[config.mk]
export PLATFORM = sky130hd
export DESIGN_NAME = bba_ctrl
export DESIGN_NICKNAME = d
export VERILOG_FILES = /design/src/sv/buddy_block_allocator_macros.svh /design/src/sv/bba_pkg.sv /design/src/sv/bba_ctrl.sv
export SDC_FILE = /design/constraint.sdc
export NUM_CORES = 1
export LEC_CHECK = 0
export BUFFER_PORTS_ARGS = -buffer_cell sky130_fd_sc_hd__buf_4
export CORE_UTILIZATION = 57
export CTS_BUF_LIST = sky130_fd_sc_hd__clkbuf_4
export CTS_CLUSTER_DIAMETER = 30
export CTS_CLUSTER_SIZE = 28
export DETAILED_ROUTE_END_ITERATION = 6
export PLACE_DENSITY = 0.91
export RECOVER_POWER = 100
export SYNTH_ARGS = -nofsm -noshare
export SYNTH_HDL_FRONTEND = slang
export SYNTH_SLANG_ARGS = --single-unit
[constraint.sdc]
create_clock -name clk_i -period 2.3 [get_ports clk_i]
set_clock_uncertainty 0.05 [all_clocks]
set_input_delay 0.46 -clock clk_i [delete_from_list [all_inputs] [get_ports clk_i]]
set_output_delay 0.46 -clock clk_i [all_outputs]
set_load 0.03 [all_outputs]
[src/sv/buddy_block_allocator_macros.svh]
// Assertion macros used by the buddy block allocator top level.
`ifndef BUDDY_BLOCK_ALLOCATOR_MACROS_SVH
`define BUDDY_BLOCK_ALLOCATOR_MACROS_SVH

// Same-cycle implication, checked on clk_i, off while rst_ni is low.
`define BBA_ASSERT_NOW(lbl, ante, cons, msg) \
  lbl: assert property (@(posedge clk_i) disable iff (!rst_ni) (ante) |-> (cons)) \
    else $error(msg);

// Next-cycle implication, checked on clk_i, off while rst_ni is low.
`define BBA_ASSERT_NEXT(lbl, ante, cons, msg) \
  lbl: assert property (@(posedge clk_i) disable iff (!rst_ni) (ante) |=> (cons)) \
    else $error(msg);

`endif

[src/sv/bba_pkg.sv]
// Shared types, constants and command codes of the buddy block allocator.
package bba_pkg;

  localparam int unsigned LEN_W      = 26;
  localparam int unsigned NEED_W     = 27;
  localparam int unsigned ORD_W      = 4;
  localparam int unsigned BLOG_W     = 5;
  localparam int unsigned POOL_W     = 4;
  localparam int unsigned CFG_W      = 5;
  localparam int unsigned HDR_BYTES  = 13;
  localparam int unsigned BLOG_MIN   = 4;
  localparam int unsigned BLOG_MAX   = 16;
  localparam int unsigned BLOG_RESET = 5;
  localparam int unsigned POOL_RESET = 10;

  localparam logic OP_ALLOC = 1'b0;
  localparam logic OP_FREE  = 1'b1;
  localparam logic ST_OK    = 1'b0;
  localparam logic ST_FAIL  = 1'b1;

  localparam logic REG_BLOCK_SIZE_LOG2 = 1'b0;
  localparam logic REG_POOL_ORDERS     = 1'b1;

  // Commands from the controller to the datapath, one per cycle
  typedef enum logic [4:0] {
    CMD_NONE,
    CMD_CLR,
    CMD_LOAD,
    CMD_SIZE_STEP,
    CMD_SRCH_INIT,
    CMD_SRCH_RD,
    CMD_SRCH_NEXT,
    CMD_TAKE,
    CMD_SPLIT,
    CMD_TAG,
    CMD_ORD_RD,
    CMD_ORD_LOAD,
    CMD_UP_RD,
    CMD_UP_NEXT,
    CMD_MG_INIT,
    CMD_MG_RD,
    CMD_MG_TAKE,
    CMD_SET,
    CMD_FAIL
  } cmd_e;

  // Conditions reported by the datapath
  typedef struct packed {
    logic clr_last;
    logic size_fit;
    logic k_over;
    logic fm_free;
    logic srch_last;
    logic o_eq_k;
    logic o_at_top;
    logic addr_bad;
    logic ord_bad;
  } dp_stat_t;

endpackage

[src/sv/bba_ctrl.sv]
// Controller state machine of the buddy block allocator.
module bba_ctrl (
  input  logic              clk_i,
  input  logic              rst_ni,
  input  logic              start_i,
  input  logic              opcode_i,
  input  logic              cfg_we_i,
  input  bba_pkg::dp_stat_t stat_i,
  output bba_pkg::cmd_e     cmd_o,
  output logic              busy_o
);

  typedef enum logic [11:0] {
    S_CLEAR     = 12'b000000000001,
    S_IDLE      = 12'b000000000010,
    S_A_SIZE    = 12'b000000000100,
    S_A_RD      = 12'b000000001000,
    S_A_CHK     = 12'b000000010000,
    S_A_SPLIT   = 12'b000000100000,
    S_F_CHK     = 12'b000001000000,
    S_F_ORD     = 12'b000010000000,
    S_F_UP_RD   = 12'b000100000000,
    S_F_UP_CHK  = 12'b001000000000,
    S_F_MG_RD   = 12'b010000000000,
    S_F_MG_CHK  = 12'b100000000000
  } state_e;

  state_e state_q, state_d;

  // Next state and command
  always_comb begin
    state_d = state_q;
    cmd_o   = bba_pkg::CMD_NONE;
    case (state_q)
      S_CLEAR: begin
        cmd_o = bba_pkg::CMD_CLR;
        if (stat_i.clr_last) state_d = S_IDLE;
      end
      S_IDLE: begin
        if (start_i) begin
          cmd_o   = bba_pkg::CMD_LOAD;
          state_d = (opcode_i == bba_pkg::OP_ALLOC) ? S_A_SIZE : S_F_CHK;
        end
      end
      S_A_SIZE: begin
        if (stat_i.k_over) begin
          cmd_o   = bba_pkg::CMD_FAIL;
          state_d = S_IDLE;
        end else if (stat_i.size_fit) begin
          cmd_o   = bba_pkg::CMD_SRCH_INIT;
          state_d = S_A_RD;
        end else begin
          cmd_o = bba_pkg::CMD_SIZE_STEP;
        end
      end
      S_A_RD: begin
        cmd_o   = bba_pkg::CMD_SRCH_RD;
        state_d = S_A_CHK;
      end
      S_A_CHK: begin
        if (stat_i.fm_free) begin
          cmd_o   = bba_pkg::CMD_TAKE;
          state_d = S_A_SPLIT;
        end else if (stat_i.srch_last) begin
          cmd_o   = bba_pkg::CMD_FAIL;
          state_d = S_IDLE;
        end else begin
          cmd_o   = bba_pkg::CMD_SRCH_NEXT;
          state_d = S_A_RD;
        end
      end
      S_A_SPLIT: begin
        if (stat_i.o_eq_k) begin
          cmd_o   = bba_pkg::CMD_TAG;
          state_d = S_IDLE;
        end else begin
          cmd_o = bba_pkg::CMD_SPLIT;
        end
      end
      S_F_CHK: begin
        if (stat_i.addr_bad) begin
          cmd_o   = bba_pkg::CMD_FAIL;
          state_d = S_IDLE;
        end else begin
          cmd_o   = bba_pkg::CMD_ORD_RD;
          state_d = S_F_ORD;
        end
      end
      S_F_ORD: begin
        if (stat_i.ord_bad) begin
          cmd_o   = bba_pkg::CMD_FAIL;
          state_d = S_IDLE;
        end else begin
          cmd_o   = bba_pkg::CMD_ORD_LOAD;
          state_d = S_F_UP_RD;
        end
      end
      S_F_UP_RD: begin
        cmd_o   = bba_pkg::CMD_UP_RD;
        state_d = S_F_UP_CHK;
      end
      S_F_UP_CHK: begin
        if (stat_i.fm_free) begin
          cmd_o   = bba_pkg::CMD_FAIL;
          state_d = S_IDLE;
        end else if (stat_i.o_at_top) begin
          cmd_o   = bba_pkg::CMD_MG_INIT;
          state_d = S_F_MG_RD;
        end else begin
          cmd_o   = bba_pkg::CMD_UP_NEXT;
          state_d = S_F_UP_RD;
        end
      end
      S_F_MG_RD: begin
        if (stat_i.o_at_top) begin
          cmd_o   = bba_pkg::CMD_SET;
          state_d = S_IDLE;
        end else begin
          cmd_o   = bba_pkg::CMD_MG_RD;
          state_d = S_F_MG_CHK;
        end
      end
      S_F_MG_CHK: begin
        if (stat_i.fm_free) begin
          cmd_o   = bba_pkg::CMD_MG_TAKE;
          state_d = S_F_MG_RD;
        end else begin
          cmd_o   = bba_pkg::CMD_SET;
          state_d = S_IDLE;
        end
      end
      default: begin
        state_d = S_CLEAR;
      end
    endcase
    // A config write reinitializes the pool
    if (cfg_we_i) state_d = S_CLEAR;
  end

  always_ff @(posedge clk_i or negedge rst_ni) begin
    if (!rst_ni) begin
      state_q <= S_CLEAR;
    end else begin
      state_q <= state_d;
    end
  end

  assign busy_o = (state_q != S_IDLE);

endmodule

==> reports/qor.csv <==
stage,metric,value,unit
status,status,finished with violations,
status,violations in the final reports,"DRC, setup timing",
yosys,main area contributors after synthesis,"dfrtp_1, nor4_4, nor2_1, buf_2, a21oi_1",
yosys,area of the mapped netlist,0.001116,mm^2
placement,RD Place Congestion,0.9633,
setup_path,WP data required,1790,ps
setup_path,Crit path top cell by count,buf_4,
yosys,Post-synth top cells,"nor2_1, dfrtp_1, buf_2, a21oi_1",
global_routing,vias in the first global route,1436,
global_routing,GRT Total Usage,51.05,%
final_layout,antenna cells,0,
yosys,asr flop ratio synth,100.0,%
route,via count,1607,
hold_path,min-delay worst type,input port to flip-flop,
yosys,"Seq/Total Area, Yosys",27.02,%
route,Routed WL,5412,um
timing,FMAX,374.9,MHz
setup_path,Setup CP Type,flip-flop to primary output,
global_routing,GR Util met2,71.27,%
global_routing,largest net degree at the start of global routing,13,
floorplan,Initial Util,62.60,%
floorplan,DIE HEIGHT,46.25,um
final_layout,Register Area,301.5,um^2
final_layout,fraction of layout instances using a drive strength above 1,42.08,%
clock_network,# H-tree levels,1,
route,initial drt markers,253,
timing,clock period minus worst slack,2667,ps
yosys,Synth cell types,44,
timing,Final period util,116.0,%
setup_path,startpoint types,flip-flop,
setup_path,Crit path largest cell delay,470,ps
clock_network,CTS tree,built,
yosys,Post-Syn Nets,155,
job,count of max-cap constraint violations,0,
route,WL/cell,26.02,um
timing,Max Transition Viols Final,0,
global_routing,met1 usage,56.06,%
final_layout,Finished Cell Area,0.001632,mm^2
global_routing,M3 GR Usage,27.45,%
yosys,Main synth FF type,dfrtp_1,
yosys,synthesized instance count,141,
timing,final setup violation count,6,
floorplan,num rows,15,
floorplan,CORE AREA,0.001783,mm^2
timing,Final Hold Fails,0,
global_routing,first-pass GRT wire length,7224,um
timing,Final WS setup,-367.3,ps
setup_path,WP buf/inv,3,
final_layout,biggest regs,state_q: 12 flops,
placement,Area after DPL,0.001386,mm^2
final_layout,Biggest register,state_q,
timing,RSZ-0062 raised after global routing,yes,
yosys,Seq cells post-synth,12,
final_layout,multi-input combinational cell area,840.8,um^2
setup_path,nature of the critical path endpoint,primary output,
yosys,"EDFF count, synth",0,
yosys,top-count cell post-synth,nor2_1,
setup_path,"critical path fanouts, max",3,
yosys,syn avg cell area,7.915,um^2
placement,PortBufs,19,
floorplan,Die W,46.25,um
clock_network,clk_lat worst skew,310,ps
setup_path,slowest CP cell,dfrtp_1,
yosys,top-area cell type share of the netlist area,24.66,%
route,antenna-violating nets left,0,
clock_network,Num CTS Buffers,3,
setup_path,crit path DAT,2160,ps
clock_network,Sink Count,12,
route,post-DR vias/cell,7.726,
timing,Relative slew margins,51.81,%
clock_network,clk root buf,clkbuf_4,
global_routing,GRT overflow,0,
global_routing,initial antenna violation count,0,
floorplan,die area,0.002139,mm^2
final_layout,max reg flops,12,
setup_path,critical-path cell list,"nor4_4, buf_4, buf_4, nand4_1, o2111ai_1, or3_4, buf_6",
placement,post-DP HPWL,2614,um
final_layout,FILL cells,71,
yosys,synth warn,0,
power,leakage power,0.7076,nW
global_routing,Top Usage Layer GRT,met2,
final_layout,Syn-to-layout area delta,46.19,%
route,drt drc,35,
route,1st-pass router iterations,7,
power,VDD IR max,0.0005428,V
final_layout,Layout Nets,198,
setup_path,CP top delay family,simple AND/OR/NAND/NOR gates,
power,Pwr Density,720.3,mW/mm^2
yosys,Yosys top cell by area,dfrtp_1,
clock_network,clk buf depth,2,
floorplan,Ports,20,
clock_network,Worst-path clk slew,100,ps
timing,Slew @ Worst Pin,722.8,ps
timing,hold_ws,290.4,ps
placement,worst setup slack after placement,11.16,ps
[area by class of cell]
| type | instances | area share (%) |
|---|---|---|
| Multi-Input combinational cell | 108 | 51.53 |
| Timing Repair Buffer | 51 | 24.39 |
| Sequential cell | 12 | 18.48 |
| Tap cell | 25 | 1.917 |
| Clock buffer | 4 | 1.840 |
| Inverter | 8 | 1.840 |
[per-stage QoR]
stage	util (%)	total power, mW	instances	setup TNS, ps
after global routing	91.51	1.211	208	-3354
after CTS	85.40	1.037	203	-863.4
after global placement	77.75	0.7876	192	0
after detailed placement	77.75	0.8026	192	0
after floorplan	-	0.6139	141	0
final	91.51	1.175	208	-1894
[worst register-to-register path, delay by kind of cell, from the launching register on]
| kind | cells | cell delay (ps) |
|---|---|---|
| buffers and inverters | 2 | 300 |
| AND/OR/NAND/NOR | 4 | 1080 |
| AO/OA/AOI/OAI | 1 | 310 |
| flip-flops | 1 | 440 |
[layer usage]
layer	part of all wire, %	up-vias	routed length [um]
li1	-	599	-
met1	33	715	1811
met2	39	216	2127
met3	17	77	921
met4	10	0	552
met5	0	-	0
[where the power goes]
| group | total (mW) | switching (mW) | internal (mW) |
|---|---|---|---|
| registers | 0.263 | 0.0269 | 0.236 |
| logic | 0.742 | 0.411 | 0.332 |
| clock network | 0.170 | 0.0901 | 0.0796 |
[cell families (layout without fill, tap and decap cells)]
| group | after synthesis | count (layout) | synth area share (%) |
|---|---|---|---|
| XOR/XNOR | 4 | 4 | 3.140 |
| buffers and inverters | 21 | 63 | 8.521 |
| AND/OR/NAND/NOR | 73 | 73 | 42.49 |
| flip-flops | 12 | 12 | 27.02 |
| AO/OA/AOI/OAI | 31 | 31 | 18.84 |
[placed cells by master (no fill, tap or decap), types with 4 or more instances in the layout]
cell,n
inv_1,8
nand3b_1,6
buf_4,43
nor2_1,13
nor3_1,8
nand4_1,5
nor2b_1,5
nand2b_1,5
a21oi_1,8
buf_6,5
dfrtp_1,11
nand3_1,5
clkbuf_4,4
[worst paths after layout]
check | slack, ps | cells past startpoint | start | endpoint
worst max register to register | 30 | 7 | state_q[4] | state_q[2]
worst min-delay path | 290 | 2 | stat_i[1] | state_q[7]
worst max-delay path | -370 | 7 | state_q[11] | cmd_o[0]
min in group asynchronous | 710 | 2 | rst_ni | state_q[1]
max in group asynchronous | 1020 | 2 | rst_ni | state_q[3]
worst min register to register | 630 | 3 | state_q[3] | state_q[9]
[what timing repair did]
item,in CTS,in global routing
hold buffers,1,0
resized for setup,14,16
pin swaps,6,5
gates cloned,1,0
setup endpoints to repair,6,6
setup buffers,5,5
endpoints found under the hold margin,11,0
Power figures use the tool's default switching activity.
